[config.mk]
export PLATFORM = sky130hd
export DESIGN_NAME = dense_dijkstra_shortest_paths
export DESIGN_NICKNAME = d
export VERILOG_FILES = /design/src/hw/rtl/dds_pkg.sv /design/src/hw/rtl/dds_weight_store.sv /design/src/hw/rtl/dense_dijkstra_shortest_paths.sv
export VERILOG_INCLUDE_DIRS = /design/src /design/src/hw/rtl
export SDC_FILE = /design/constraint.sdc
export NUM_CORES = 2
export LEC_CHECK = 0
export BUFFER_PORTS_ARGS = -buffer_cell sky130_fd_sc_hd__buf_2
export CORE_MARGIN = 2
export CORE_UTILIZATION = 35
export CTS_BUF_LIST = sky130_fd_sc_hd__clkbuf_8 sky130_fd_sc_hd__clkbuf_16
export CTS_CLUSTER_SIZE = 20
export DETAILED_ROUTE_END_ITERATION = 16
export PLACE_DENSITY = 0.6
export SKIP_LAST_GASP = 1
export SLEW_MARGIN = 20
export SYNTH_ARGS = -nofsm -noshare
export SYNTH_HDL_FRONTEND = slang
export SYNTH_MEMORY_MAX_BITS = 65536
export SYNTH_SLANG_ARGS = --single-unit
export TNS_END_PERCENT = 10
[constraint.sdc]
create_clock -name clk_i -period 7.7 [get_ports clk_i]
set_input_delay 0 -clock clk_i [delete_from_list [all_inputs] [get_ports clk_i]]
set_output_delay 0 -clock clk_i [all_outputs]
set_load 0.02 [all_outputs]
[src/hw/rtl/dense_dijkstra_shortest_paths_defines.svh]
// Assertion macros for the shortest path block.
`ifndef DENSE_DIJKSTRA_SHORTEST_PATHS_DEFINES_SVH
`define DENSE_DIJKSTRA_SHORTEST_PATHS_DEFINES_SVH

`ifndef NO_ASSERTIONS

// Same-cycle implication.
`define DDS_ASSERT_IMP(lbl, clk, rstn, ante, cons, msg) \
  lbl: assert property (@(posedge clk) disable iff (!rstn) (ante) |-> (cons)) \
    else $error(msg);

// Next-cycle implication.
`define DDS_ASSERT_NXT(lbl, clk, rstn, ante, cons, msg) \
  lbl: assert property (@(posedge clk) disable iff (!rstn) (ante) |=> (cons)) \
    else $error(msg);

`else

`define DDS_ASSERT_IMP(lbl, clk, rstn, ante, cons, msg)
`define DDS_ASSERT_NXT(lbl, clk, rstn, ante, cons, msg)

`endif

`endif

[src/hw/rtl/dds_pkg.sv]
package dds_pkg;

  // Default sizes.
  localparam int NODES_DEF       = 16;
  localparam int WEIGHT_BITS_DEF = 16;

  // Fixed field widths.
  localparam int NODE_W     = 6;
  localparam int WEIGHT_W   = 16;
  localparam int DIST_W     = 22;
  localparam int NCOUNT_W   = 7;
  localparam logic [DIST_W-1:0] DIST_MAX = 22'h3FFFFF;

  // Stream word widths.
  localparam int IN_DATA_W  = 32;
  localparam int OUT_DATA_W = 40;
  localparam int OUT_USER_W = 2;

  // Configuration port.
  localparam int CFG_IDX_W  = 1;
  localparam int CFG_DATA_W = 7;

  localparam logic [NCOUNT_W-1:0] NODE_COUNT_RST = 7'd16;
  localparam logic [NODE_W-1:0]   SOURCE_RST     = 6'd0;

  typedef enum logic [CFG_IDX_W-1:0] {
    CFG_NODE_COUNT  = 1'b0,
    CFG_SOURCE_NODE = 1'b1
  } cfg_reg_e;

endpackage

[src/hw/rtl/dds_weight_store.sv]
module dds_weight_store #(
  parameter int NODES       = dds_pkg::NODES_DEF,
  parameter int WEIGHT_BITS = dds_pkg::WEIGHT_BITS_DEF,
  localparam int DEPTH      = NODES * NODES,
  localparam int AW         = $clog2(DEPTH)
) (
  input  logic                   clk_i,
  input  logic                   rst_ni,
  input  logic                   we_i,
  input  logic [AW-1:0]          waddr_i,
  input  logic [WEIGHT_BITS-1:0] wdata_i,
  input  logic [AW-1:0]          raddr_i,
  output logic [WEIGHT_BITS-1:0] rdata_o,
  output logic                   busy_o
);

  logic [WEIGHT_BITS-1:0] mem [DEPTH];
  logic [WEIGHT_BITS-1:0] rdata_q;
  logic                   clearing_q;
  logic [AW-1:0]          clr_addr_q;

  // Sweep zeros through every entry after reset.
  always_ff @(posedge clk_i or negedge rst_ni) begin
    if (!rst_ni) begin
      clearing_q <= 1'b1;
      clr_addr_q <= '0;
    end else if (clearing_q) begin
      clr_addr_q <= clr_addr_q + AW'(1);
      if (clr_addr_q == AW'(DEPTH - 1)) begin
        clearing_q <= 1'b0;
      end
    end
  end

  always_ff @(posedge clk_i) begin
    if (clearing_q) begin
      mem[clr_addr_q] <= '0;
    end else if (we_i) begin
      mem[waddr_i] <= wdata_i;
    end
    rdata_q <= mem[raddr_i];
  end

  assign rdata_o = rdata_q;
  assign busy_o  = clearing_q;

endmodule

[src/hw/rtl/dense_dijkstra_shortest_paths.sv]
// Load words: one per cycle while s_axis_tready is high, no result. After reset a
// clearing pass zeroes every weight store entry while s_axis_tready stays low.
// Last word: R search rounds (n nodes in use, R <= n-1 rounds), fewer when the rounds
// stop early, then one result per node in use, each held until the sink is ready.
// No new word is taken until the final result leaves. Reset is asynchronous, active
// low; it clears control state only.
`include "dense_dijkstra_shortest_paths_defines.svh"

module dense_dijkstra_shortest_paths #(
  parameter int NODES       = dds_pkg::NODES_DEF,
  parameter int WEIGHT_BITS = dds_pkg::WEIGHT_BITS_DEF
) (
  input  logic                            clk_i,
  input  logic                            rst_ni,
  // Configuration write channel.
  input  logic                            cfg_valid_i,
  output logic                            cfg_ready_o,
  input  logic [dds_pkg::CFG_IDX_W-1:0]   cfg_index_i,
  input  logic [dds_pkg::CFG_DATA_W-1:0]  cfg_data_i,
  // Load stream.
  input  logic                            s_axis_tvalid,
  output logic                            s_axis_tready,
  // tdata: row [5:0], col [11:6], weight [27:12], zero [31:28]
  input  logic [dds_pkg::IN_DATA_W-1:0]   s_axis_tdata,
  input  logic                            s_axis_tlast,
  // Result stream.
  output logic                            m_axis_tvalid,
  input  logic                            m_axis_tready,
  // tdata: node [5:0], distance [27:6], predecessor [33:28], zero [39:34]
  output logic [dds_pkg::OUT_DATA_W-1:0]  m_axis_tdata,
  // tuser: reachable [0], has_predecessor [1]
  output logic [dds_pkg::OUT_USER_W-1:0]  m_axis_tuser,
  output logic                            m_axis_tlast
);

  localparam int IDX_W  = $clog2(NODES);
  localparam int AW     = $clog2(NODES * NODES);
  localparam int DIST_W = dds_pkg::DIST_W;
  localparam int NODE_W = dds_pkg::NODE_W;
  localparam int NC_W   = dds_pkg::NCOUNT_W;
  localparam int SUM_W  = ((WEIGHT_BITS > DIST_W) ? WEIGHT_BITS : DIST_W) + 1;

  // Sequencer states, one-hot.
  typedef enum logic [9:0] {
    ST_IDLE       = 10'b00_0000_0001,
    ST_INIT       = 10'b00_0000_0010,
    ST_SEL        = 10'b00_0000_0100,
    ST_SEL_TAIL   = 10'b00_0000_1000,
    ST_PICK       = 10'b00_0001_0000,
    ST_RELAX      = 10'b00_0010_0000,
    ST_RELAX_TAIL = 10'b00_0100_0000,
    ST_EMIT_RD    = 10'b00_1000_0000,
    ST_EMIT_LD    = 10'b01_0000_0000,
    ST_EMIT_HOLD  = 10'b10_0000_0000
  } state_e;

  // ---------------------------------------------------------------------------
  // Configuration registers. Writes must be issued only while idle; the block does not enforce it.
  // ---------------------------------------------------------------------------
  logic [NC_W-1:0]   node_count_q;
  logic [NODE_W-1:0] source_q;

  assign cfg_ready_o = 1'b1;

  always_ff @(posedge clk_i or negedge rst_ni) begin
    if (!rst_ni) begin
      node_count_q <= dds_pkg::NODE_COUNT_RST;
      source_q     <= dds_pkg::SOURCE_RST;
    end else if (cfg_valid_i) begin
      unique case (dds_pkg::cfg_reg_e'(cfg_index_i))
        dds_pkg::CFG_NODE_COUNT:  node_count_q <= cfg_data_i[NC_W-1:0];
        dds_pkg::CFG_SOURCE_NODE: source_q     <= cfg_data_i[NODE_W-1:0];
        default: ;
      endcase
    end
  end

  // Clamp the node count into 1..NODES; keep n-1 as the last index.
  logic [NC_W-1:0]  n_use;
  logic [IDX_W-1:0] last_i_cfg;

  always_comb begin
    if (node_count_q == '0) begin
      n_use = NC_W'(1);
    end else if (node_count_q > NC_W'(NODES)) begin
      n_use = NC_W'(NODES);
    end else begin
      n_use = node_count_q;
    end
    last_i_cfg = IDX_W'(n_use - NC_W'(1));
  end

  // ---------------------------------------------------------------------------
  // Load word unpacking and weight store.
  // ---------------------------------------------------------------------------
  logic [NODE_W-1:0]       in_row;
  logic [NODE_W-1:0]       in_col;
  logic [dds_pkg::WEIGHT_W-1:0] in_weight;
  logic                    in_acc;
  logic                    in_ok;
  logic [AW-1:0]           ws_waddr;
  logic [AW-1:0]           ws_raddr;
  logic [WEIGHT_BITS-1:0]  ws_rdata;
  logic                    ws_busy;

  state_e state_q, state_d;

  assign in_row    = s_axis_tdata[5:0];
  assign in_col    = s_axis_tdata[11:6];
  assign in_weight = s_axis_tdata[27:12];

  assign s_axis_tready = (state_q == ST_IDLE) && !ws_busy;
  assign in_acc        = s_axis_tvalid && s_axis_tready;

  // Drop entries outside the matrix; the last flag still acts.
  assign in_ok = (NC_W'(in_row) < NC_W'(NODES)) && (NC_W'(in_col) < NC_W'(NODES));
  assign ws_waddr = AW'(AW'(in_row[IDX_W-1:0]) * AW'(NODES)) + AW'(in_col[IDX_W-1:0]);

  logic [AW-1:0]    row_base_q, row_base_d;
  logic [IDX_W-1:0] i_q, i_d;

  assign ws_raddr = row_base_q + AW'(i_q);

  dds_weight_store #(
    .NODES       (NODES),
    .WEIGHT_BITS (WEIGHT_BITS)
  ) u_weight_store (
    .clk_i   (clk_i),
    .rst_ni  (rst_ni),
    .we_i    (in_acc && in_ok),
    .waddr_i (ws_waddr),
    .wdata_i (WEIGHT_BITS'(in_weight)),
    .raddr_i (ws_raddr),
    .rdata_o (ws_rdata),
    .busy_o  (ws_busy)
  );

  // ---------------------------------------------------------------------------
  // Distance and predecessor tables: one read port at i_q, registered data.
  // ---------------------------------------------------------------------------
  logic [DIST_W-1:0] dist_mem [NODES];
  logic [IDX_W-1:0]  pred_mem [NODES];
  logic [DIST_W-1:0] dist_rd_q;
  logic [IDX_W-1:0]  pred_rd_q;
  logic              tw_en;
  logic [IDX_W-1:0]  tw_addr;
  logic [DIST_W-1:0] tw_dist;

  logic [IDX_W-1:0]  u_q, u_d;

  always_ff @(posedge clk_i) begin
    if (tw_en) begin
      dist_mem[tw_addr] <= tw_dist;
      pred_mem[tw_addr] <= u_q;
    end
    dist_rd_q <= dist_mem[i_q];
    pred_rd_q <= pred_mem[i_q];
  end

  // ---------------------------------------------------------------------------
  // Sequencer and shared compare unit.
  // ---------------------------------------------------------------------------
  logic [IDX_W-1:0]  round_q, round_d;
  logic [IDX_W-1:0]  last_i_q, last_i_d;
  logic [DIST_W-1:0] best_q, best_d;
  logic              found_q, found_d;
  logic [NODES-1:0]  visited_q, visited_d;
  logic [NODES-1:0]  reached_q, reached_d;
  logic              p_valid_q, p_valid_d;
  logic [IDX_W-1:0]  p_idx_q, p_idx_d;

  logic [NODE_W-1:0] out_node_q, out_node_d;
  logic [DIST_W-1:0] out_dist_q, out_dist_d;
  logic [NODE_W-1:0] out_pred_q, out_pred_d;
  logic              out_reach_q, out_reach_d;
  logic              out_haspred_q, out_haspred_d;
  logic              out_last_q, out_last_d;
  logic              out_valid_q, out_valid_d;

  logic [IDX_W-1:0]  src_idx;
  logic              src_bad;
  logic              relax_phase;
  logic              sel_phase;
  logic [SUM_W-1:0]  sum;
  logic [DIST_W-1:0] sum_sat;
  logic [DIST_W-1:0] cmp_a;
  logic [DIST_W-1:0] cmp_b;
  logic              cmp_lt;
  logic              sel_take;
  logic              rlx_upd;
  logic              emit_reach;
  logic              emit_haspred;

  assign src_idx = source_q[IDX_W-1:0];
  assign src_bad = NC_W'(source_q) > NC_W'(last_i_q);

  assign sel_phase   = (state_q == ST_SEL) || (state_q == ST_SEL_TAIL);
  assign relax_phase = (state_q == ST_RELAX) || (state_q == ST_RELAX_TAIL);

  // Saturating path length through the picked node.
  assign sum     = SUM_W'(best_q) + SUM_W'(ws_rdata);
  assign sum_sat = (sum > SUM_W'(dds_pkg::DIST_MAX)) ? dds_pkg::DIST_MAX
                                                      : sum[DIST_W-1:0];

  // One less-than serves both scans: candidate vs best while selecting,
  // new path vs stored distance while relaxing.
  assign cmp_a  = relax_phase ? sum_sat   : dist_rd_q;
  assign cmp_b  = relax_phase ? dist_rd_q : best_q;
  assign cmp_lt = cmp_a < cmp_b;

  // Lowest index wins ties: strict compare in index order.
  assign sel_take = p_valid_q && sel_phase && !visited_q[p_idx_q] && reached_q[p_idx_q]
                    && (!found_q || cmp_lt);
  assign rlx_upd  = p_valid_q && relax_phase && !visited_q[p_idx_q]
                    && (ws_rdata != '0) && (!reached_q[p_idx_q] || cmp_lt);

  assign emit_reach   = reached_q[i_q];
  assign emit_haspred = emit_reach && (i_q != src_idx);

  always_comb begin
    state_d       = state_q;
    i_d           = i_q;
    round_d       = round_q;
    last_i_d      = last_i_q;
    u_d           = u_q;
    best_d        = best_q;
    found_d       = found_q;
    row_base_d    = row_base_q;
    visited_d     = visited_q;
    reached_d     = reached_q;
    p_valid_d     = 1'b0;
    p_idx_d       = i_q;
    out_node_d    = out_node_q;
    out_dist_d    = out_dist_q;
    out_pred_d    = out_pred_q;
    out_reach_d   = out_reach_q;
    out_haspred_d = out_haspred_q;
    out_last_d    = out_last_q;
    out_valid_d   = out_valid_q;
    tw_en         = 1'b0;
    tw_addr       = p_idx_q;
    tw_dist       = sum_sat;

    // Sample returning from the previous scan cycle.
    if (sel_take) begin
      found_d = 1'b1;
      best_d  = dist_rd_q;
      u_d     = p_idx_q;
    end
    if (rlx_upd) begin
      tw_en              = 1'b1;
      reached_d[p_idx_q] = 1'b1;
    end

    unique case (state_q)
      ST_IDLE: begin
        if (in_acc && s_axis_tlast) begin
          visited_d = '0;
          reached_d = '0;
          last_i_d  = last_i_cfg;
          state_d   = ST_INIT;
        end
      end
      ST_INIT: begin
        i_d     = '0;
        round_d = '0;
        found_d = 1'b0;
        if (src_bad) begin
          state_d = ST_EMIT_RD;
        end else begin
          reached_d[src_idx] = 1'b1;
          tw_en   = 1'b1;
          tw_addr = src_idx;
          tw_dist = '0;
          state_d = (last_i_q == '0) ? ST_EMIT_RD : ST_SEL;
        end
      end
      ST_SEL: begin
        p_valid_d = 1'b1;
        if (i_q == last_i_q) begin
          state_d = ST_SEL_TAIL;
        end else begin
          i_d = i_q + IDX_W'(1);
        end
      end
      ST_SEL_TAIL: begin
        state_d = ST_PICK;
      end
      ST_PICK: begin
        i_d = '0;
        if (!found_q) begin
          state_d = ST_EMIT_RD;
        end else begin
          visited_d[u_q] = 1'b1;
          row_base_d     = AW'(AW'(u_q) * AW'(NODES));
          state_d        = ST_RELAX;
        end
      end
      ST_RELAX: begin
        p_valid_d = 1'b1;
        if (i_q == last_i_q) begin
          state_d = ST_RELAX_TAIL;
        end else begin
          i_d = i_q + IDX_W'(1);
        end
      end
      ST_RELAX_TAIL: begin
        i_d     = '0;
        found_d = 1'b0;
        if (round_q + IDX_W'(1) == last_i_q) begin
          state_d = ST_EMIT_RD;
        end else begin
          round_d = round_q + IDX_W'(1);
          state_d = ST_SEL;
        end
      end
      ST_EMIT_RD: begin
        state_d = ST_EMIT_LD;
      end
      ST_EMIT_LD: begin
        out_node_d    = NODE_W'(i_q);
        out_dist_d    = emit_reach ? dist_rd_q : '0;
        out_pred_d    = emit_haspred ? NODE_W'(pred_rd_q) : '0;
        out_reach_d   = emit_reach;
        out_haspred_d = emit_haspred;
        out_last_d    = (i_q == last_i_q);
        out_valid_d   = 1'b1;
        state_d       = ST_EMIT_HOLD;
      end
      ST_EMIT_HOLD: begin
        if (m_axis_tready) begin
          out_valid_d = 1'b0;
          if (i_q == last_i_q) begin
            state_d = ST_IDLE;
          end else begin
            i_d     = i_q + IDX_W'(1);
            state_d = ST_EMIT_RD;
          end
        end
      end
      default: begin
        state_d = ST_IDLE;
      end
    endcase
  end

  // Control state.
  always_ff @(posedge clk_i or negedge rst_ni) begin
    if (!rst_ni) begin
      state_q     <= ST_IDLE;
      i_q         <= '0;
      round_q     <= '0;
      last_i_q    <= '0;
      found_q     <= 1'b0;
      visited_q   <= '0;
      reached_q   <= '0;
      p_valid_q   <= 1'b0;
      out_valid_q <= 1'b0;
    end else begin
      state_q     <= state_d;
      i_q         <= i_d;
      round_q     <= round_d;
      last_i_q    <= last_i_d;
      found_q     <= found_d;
      visited_q   <= visited_d;
      reached_q   <= reached_d;
      p_valid_q   <= p_valid_d;
      out_valid_q <= out_valid_d;
    end
  end

  // Payload registers.
  always_ff @(posedge clk_i) begin
    u_q           <= u_d;
    best_q        <= best_d;
    row_base_q    <= row_base_d;
    p_idx_q       <= p_idx_d;
    out_node_q    <= out_node_d;
    out_dist_q    <= out_dist_d;
    out_pred_q    <= out_pred_d;
    out_reach_q   <= out_reach_d;
    out_haspred_q <= out_haspred_d;
    out_last_q    <= out_last_d;
  end

  // Result word.
  assign m_axis_tvalid = out_valid_q;
  assign m_axis_tdata  = {6'b0, out_pred_q, out_dist_q, out_node_q};
  assign m_axis_tuser  = {out_haspred_q, out_reach_q};
  assign m_axis_tlast  = out_last_q;

  // ---------------------------------------------------------------------------
  // Assertions.
  // ---------------------------------------------------------------------------
  `DDS_ASSERT_IMP(a_out_only_in_hold, clk_i, rst_ni, out_valid_q, state_q == ST_EMIT_HOLD, "result shown outside hold state")
  `DDS_ASSERT_IMP(a_visited_reached, clk_i, rst_ni, 1'b1, (visited_q & ~reached_q) == '0, "visited node never reached")
  `DDS_ASSERT_NXT(a_last_to_idle, clk_i, rst_ni, m_axis_tvalid && m_axis_tready && m_axis_tlast, state_q == ST_IDLE, "no return to idle after final result")
  `DDS_ASSERT_IMP(a_busy_no_load, clk_i, rst_ni, ws_busy, !s_axis_tready, "load taken during clearing pass")

endmodule
Word level (Yosys, flattened, before mapping)
Memory sizes are Yosys's and may differ from the RTL's. A register that Yosys moved wholly into a read port is not among the register bits. Index checks and enable logic that the tools add are counted. Widths: inputs -> output; s select.

Register bits after elaboration: 148. Latch bits: 0. Bits in writable memories: 4512. Bits in read-only memories: 0. Input port bits: 46. Output and inout port bits: 46. Logic and storage cells: 180. Memories kept: 3.

$add $sub $neg: 7. $mul: 0. Divide/modulo/power cells: 0. Magnitude comparators: 13. Equal/unequal tests: 20. Shift-type cells: 0. Mux-type cells: 63. Bitwise logic cells: 4. Reduce and logical (&&, ||, !) cells: 46.

Memories: u_weight_store.mem (depth 256, bits a word 16, rd ports 1, clocked after Yosys merged registers in 1, wr ports 1, line dds_weight_store.sv:17) `logic [WEIGHT_BITS-1:0] mem [DEPTH];`; dist_mem (depth 16, bits a word 22, rd ports 1, clocked after Yosys merged registers in 1, wr ports 1, line dense_dijkstra_shortest_paths.sv:141) `logic [DIST_W-1:0] dist_mem [NODES];`; pred_mem (depth 16, bits a word 4, rd ports 1, clocked after Yosys merged registers in 1, wr ports 1, line dense_dijkstra_shortest_paths.sv:142) `logic [IDX_W-1:0] pred_mem [NODES];`.

Operators by type and width (count): $mux 22 (5); $pmux 10 s10 (1); $mux 16 (6); $pmux 16 s2 (2); $mux 8 (6); $or 16x16->16 (3); $mux 10 (4); $mux 4 (7); $add 22x16->23 (1); $gt 23x22->1 const B (1); $mux 1 (23); $lt 22x22->1 (1); $lt 4x5->1 const B (4); $logic_and 1x1->1 (17); $add 8x4->8 (2); $reduce_bool 16->1 (1); $reduce_or 16->1 (1); $reduce_and 2->1 (7); $bmux 1 s4 (3); $demux 1 s4 (3); $ge 4x1->1 const B (3); $lt 6x5->1 const B (2); $pmux 4 s3 (1); $eq 10x1->1 const B (1); other kinds (32) (48).

Longest topological paths before layout
Word-level depth: 12. Depth in mapped cells: 18. Mapped depth without buffers: 17.

Modules after synthesis
A second synthesis with hierarchy kept.

Cells, all modules: 8764. Area total of the unflattened synthesis: 182983.0 um^2.

By module, submodules not included: dds_weight_store (instances 1, cells each 7310, area each 158507.0 um^2, sequential area each 123544.7 um^2); dense_dijkstra_shortest_paths (instances 1, cells each 1454, area each 24476.0 um^2, sequential area each 16738.6 um^2).

Worst setup path before layout
Ideal clock, no wire load.

Kind: reg2reg. From: register state_q[7]. To: memory u_weight_store.mem[0][10] (netlist name) (data pin). Library setup time: 0.870 ns. Arrival time: 5.232 ns. Data required time: 6.830 ns. Slack: 1.598 ns. Cell stages (with the launch flop): 7. Buffers on the path: 2. Period minus slack after synthesis: 6.102 ns. Cell sequence: dfrtp_1 > nor4_4 > nand3_2 > nor4_4 > buf_4 > clkbuf_1 > and2_1.

Word-level cells in the longest chain between the ends: 9.

RTL lines: start, declared (line dense_dijkstra_shortest_paths.sv:106) `state_e state_q, state_d;`; start signal, assigned (line dense_dijkstra_shortest_paths.sv:360) `state_q <= state_d;`; $eq 10x1->1 (line dense_dijkstra_shortest_paths.sv:112) `assign s_axis_tready = (state_q == ST_IDLE) && !ws_busy;`; $logic_and 1x1->1 (line dense_dijkstra_shortest_paths.sv:112); $logic_and 1x1->1 (line dense_dijkstra_shortest_paths.sv:113) `assign in_acc = s_axis_tvalid && s_axis_tready;`; $logic_and 1x1->1 (line dense_dijkstra_shortest_paths.sv:130) `.we_i (in_acc && in_ok),`; $mux 1 (line dds_weight_store.sv:38) `end else if (we_i) begin`; $mux 1 (line dds_weight_store.sv:36) `if (clearing_q) begin`; $mux 1 (implied by the code) (line dds_weight_store.sv:39) `mem[waddr_i] <= wdata_i;`; $reduce_or 16->1 (no line); $mux 16 (no line); end, declared (line dds_weight_store.sv:17).

Every way passes these cells.

Worst setup path after layout
From: register best_q[0]. To: memory dist_mem[0][4], enable pin.

Word-level cells in the longest chain between the ends: 12. Elaborated cells on any way between the ends: 13. Those cells by class: add/sub (1); order compare (2); mux (8); reduce/logical (2).

RTL lines: start, declared (line dense_dijkstra_shortest_paths.sv:165) `logic [DIST_W-1:0] best_q, best_d;`; start signal, assigned (line dense_dijkstra_shortest_paths.sv:375) `best_q <= best_d;`; $add 22x16->23 (line dense_dijkstra_shortest_paths.sv:201) `assign sum = SUM_W'(best_q) + SUM_W'(ws_rdata);`; $gt 23x22->1 (line dense_dijkstra_shortest_paths.sv:202) `assign sum_sat = (sum > SUM_W'(dds_pkg::DIST_MAX)) ? dds_pkg::DIST_MAX`; $mux 22 (line dense_dijkstra_shortest_paths.sv:202); $mux 22 (line dense_dijkstra_shortest_paths.sv:207) `assign cmp_a = relax_phase ? sum_sat : dist_rd_q;`; $lt 22x22->1 (*) (line dense_dijkstra_shortest_paths.sv:209) `assign cmp_lt = cmp_a < cmp_b;`; $logic_or 1x1->1 (*) (line dense_dijkstra_shortest_paths.sv:215) `&& (ws_rdata != '0) && (!reached_q[p_idx_q] || cmp_lt);`; $logic_and 1x1->1 (*) (line dense_dijkstra_shortest_paths.sv:215); $mux 1 (*) (line dense_dijkstra_shortest_paths.sv:250) `if (rlx_upd) begin`; $mux 1 (line dense_dijkstra_shortest_paths.sv:268) `if (src_bad) begin`; $mux 1 (*) (line dense_dijkstra_shortest_paths.sv:255) `unique case (state_q)`; $mux 1 (*) (line dense_dijkstra_shortest_paths.sv:152) `if (tw_en) begin`; $mux 1 (implied by the code) (*) (line dense_dijkstra_shortest_paths.sv:153) `dist_mem[tw_addr] <= tw_dist;`; end, declared (line dense_dijkstra_shortest_paths.sv:141).

Mark *: on every way between the ends. The rest lies on a longest branch, timed or not.

==> flow_metrics.env <==
export IMPL_outcome="completed"
export IMPL_effective_utilization_at_floorplan_pct=35.1
export IMPL_holdWs_ns=0.121
export IMPL_die_w_um=727
export IMPL_clock_sinks=4700
export IMPL_ys_dominant_reg_cell="edfxtp_1"
export IMPL_yosysWarnings=0
export IMPL_drv_cap=0
export IMPL_finalSetupViolCount=0
export IMPL_maximum_number_of_pins_on_one_net_before_global_route_repair=181
export IMPL_hold_violations=0
export IMPL_gp_congestion=0.842
export IMPL_slew_at_the_pin_closest_to_its_max_slew_limit_ns=1.28
export IMPL_clock_tree_from_tritoncts="done"
export IMPL_post_route_period_util_pct=85.2
export IMPL_regToRegSetupSlack_ns=1.14
export IMPL_area_overhead_vs_synth_pct=14.5
export IMPL_synth_largest_type_area_fraction_pct=75.2
export IMPL_nets=8759
export IMPL_postSynthAreaPerCell_um2=22.6
export IMPL_synthesis_area_um2=183000
export IMPL_placed_area_um2=194000
export IMPL_worstSkewPairLatency_ns=1.03
export IMPL_via_per_inst=5.46
export IMPL_core_region_area_um2=521000
export IMPL_skew_ns=0.0776
export IMPL_placement_rows=265
export IMPL_clock_slew_at_reported_path_ffs_ns=0.07
export IMPL_async_flop_share_pct=1.68
export IMPL_criticalPathCategory="flop to flop"
export IMPL_floorplan_io_pins=92
export IMPL_place_port_buffers=76
export IMPL_drt_pass1_iterations=7
export IMPL_multiInputGateArea_um2=40600
export IMPL_worstPathArrival_ns=7.18
export IMPL_clockRootBuffer="clkbuf_16"
export IMPL_r2r_startpoint="best_q[0]"
export IMPL_hp_start="cfg_index_i"
export IMPL_synth_enable_flop_cells=4575
export IMPL_numCtsBuffers=456
export IMPL_yosysMostFrequentCell="edfxtp_1"
export IMPL_wire_length_of_the_first_global_routing_pass_mm=662
export IMPL_drive_above_1_share_pct=29.0
export IMPL_antenna_violations_before_repair=33
export IMPL_dieArea_um2=528000
export IMPL_post_synth_main_area_contributors="edfxtp_1 (75%), mux4_2 (16%), mux2i_1 (1.8%)"
export IMPL_leak_pwr_uw=0.0557
export IMPL_timing_critical_path_to_type="flop"
export IMPL_cts_resizes=0
export IMPL_critical_path_reg2reg_endpoint="dist_mem[0][4]"
export IMPL_ctsLongestPathBuffers=4
export IMPL_hold_endpoint="node_count_q[1]"
export IMPL_via_count_of_the_first_global_routing_pass=87411
export IMPL_start_kind="flop"
export IMPL_power_density_nw_per_um2=286
export IMPL_crit_required_ns=8.32
export IMPL_most_common_library_cells_after_synthesis="edfxtp_1 (4575), mux4_2 (1275), nor2_1 (373)"
export IMPL_vias=87416
export IMPL_setup_repair_after_global_routing_missed_its_margin="no"
export IMPL_area_sequential_um2=140000
export IMPL_finalCriticalPeriod_ns=6.56
export IMPL_holdCritPathClass="input port to flop"
export IMPL_dp_hpwl_mm=280
export IMPL_timing_slew_headroom_pct=13.9
export IMPL_dr_first_iter_drc_count=11046
export IMPL_r2r_worst_path_cells=19
export IMPL_routed_wirelength_mm=467
export IMPL_syn_instance_count=8076
export IMPL_setup_total_negative_slack_ns=0
export IMPL_peakVddDrop_mv=0.265
export IMPL_avgRoutedWirePerCell_um=29.2
export IMPL_timing_critical_path_fanout_max=26
export IMPL_post_route_cell_area_um2=209000
export IMPL_die_h_um=727
export IMPL_top_achievable_clock_speed_mhz=153
export IMPL_synth_lib_cells_used_distinct=86
export IMPL_cts_htree_levels=5
export IMPL_overflow=0
export IMPL_postSynthRegisterBits=4700
export IMPL_hold_depth=4
export IMPL_grt_usage_pct=17.3
export IMPL_drtAntennaViolNets=0
export IMPL_synth_largest_area_cell="edfxtp_1"
export IMPL_timing_max_transition_violations_final=0
export IMPL_synth_seq_area_share_pct=76.8
export IMPL_remaining_drc_errors=0
export IMPL_nFillCells=45285
## worst max path at each step
| stage | cells after the start | slack (ns) | from | to |
|---|---|---|---|---|
| final | 19 | 1.14 | best_q[0] | dist_mem[0][4] |
| after global routing | 19 | 0.67 | best_q[0] | dist_mem[0][4] |
| after CTS | 19 | 1.00 | best_q[0] | dist_mem[0][4] |
| after detailed placement | 19 | 1.05 | best_q[0] | dist_mem[0][4] |
| after global placement | 19 | 0.98 | best_q[0] | dist_mem[1][6] |
| after floorplan | 6 | 1.60 | state_q[7] | u_weight_store.mem[0][10] |
## cells by family (layout without fill, tap and decap cells)
kind of cell	after synthesis	count (layout)	synth area share [%]
buffers and inverters	445	1419	1.26
and+or+nand+nor	797	797	2.19
DFF	4700	4700	76.8
adders and majority gates	46	46	0.319
xor gates and xnor gates	37	37	0.185
muxes	1615	1615	17.6
other	2	26	0.00411
AOI/OAI and AO/OA	434	434	1.68
## layer usage
metal  vias to the layer above  GRT usage [%]  part of all wire, %
met2                      3953           27.2                   47
met5                         -              0                    0
met3                       665           3.24                  8.6
met4                         0           5.30                  3.1
met1                     47354           24.5                   41
li1                      35444              -                    -
## where the power goes
group          switching, uW  total [uW]  internal (uW)
clock network           9690       22000          12300
registers                513       28600          28100
logic                   5210        9260           4060
total                  15400       59800          44400
## area by class of cell
cell class / instances / share of cell area [%]
multi-input cells: 2940 / 19.4
well taps: 6942 / 4.15
clock inverters: 384 / 1.49
repair buffers: 547 / 2.24
flip-flops and latches: 4700 / 67.1
diodes: 15 / 0.0179
inverters: 22 / 0.0395
clock buffers: 466 / 5.56
## critical path, cell delays in order, from the launching register on
cell and delay, ns:
edfxtp_1 0.37, ha_1 0.22, fa_1 0.25, a211oi_1 0.11, o21ai_0 0.45, nand3_1 0.31
a21bo_2 0.29, a21oi_1 0.63, buf_4 0.32, nor2_1 0.09, o21ai_0 0.18, ha_1 0.28
a21o_1 0.16, a21o_1 0.17, a21oi_1 0.31, nand4_1 0.15, a31oi_2 0.68, o2111ai_2 0.49
a21oi_4 0.29, buf_4 0.41
## through the flow
stage	util [%]	std cells	total power, uW	worst slack [ns]
after floorplan	-	8085	35800	1.60
after global placement	37.2	15086	38500	0.978
after detailed placement	37.2	15090	38600	1.05
after CTS	40.2	15999	60400	1.00
after global routing	40.2	16002	61800	0.672
final	40.2	16016	59800	1.14
## cells in the final DEF, fill, tap and decap left out, types with 18 or more instances in the layout
master and n:
nor2_1 337, bufinv_16 39, a22oi_1 129, buf_2 75
ha_1 45, dfxtp_1 46, buf_12 46, o22ai_1 65
nand2_4 23, dlygate4sd3_1 59, clkinv_1 103, nor2_2 39
nand2_1 91, mux2i_1 325, a21oi_1 58, dfrtp_1 72
xnor2_1 18, buf_4 363, o21ai_0 57, nand3_1 26
nand4_1 48, clkinv_2 91, clkbuf_16 463, edfxtp_1 4575
and2_1 32, xor2_1 18, clkinvlp_4 26, mux4_2 1275
inv_1 113, nor3_1 28
## timing repair
item                                    4_1_cts  5_1_grt
endpoints found under the setup margin        0        0
setup buffers                                 0        0
endpoints found under the hold margin      2028        0
hold buffers                                 59        0
## state kept, by name (all words and copies together) (netlist names), 7 cells and up
signal / flops
out_dist_q: 22
best_q: 22
reached_q: 16
u_weight_store.mem: 4096
node_count_q: 7
visited_q: 16
dist_rd_q: 22
state_q: 10
pred_mem: 64
dist_mem: 352
u_weight_store.clr_addr_q: 8
u_weight_store.rdata_o: 16
(Power assumes the default switching activity.)
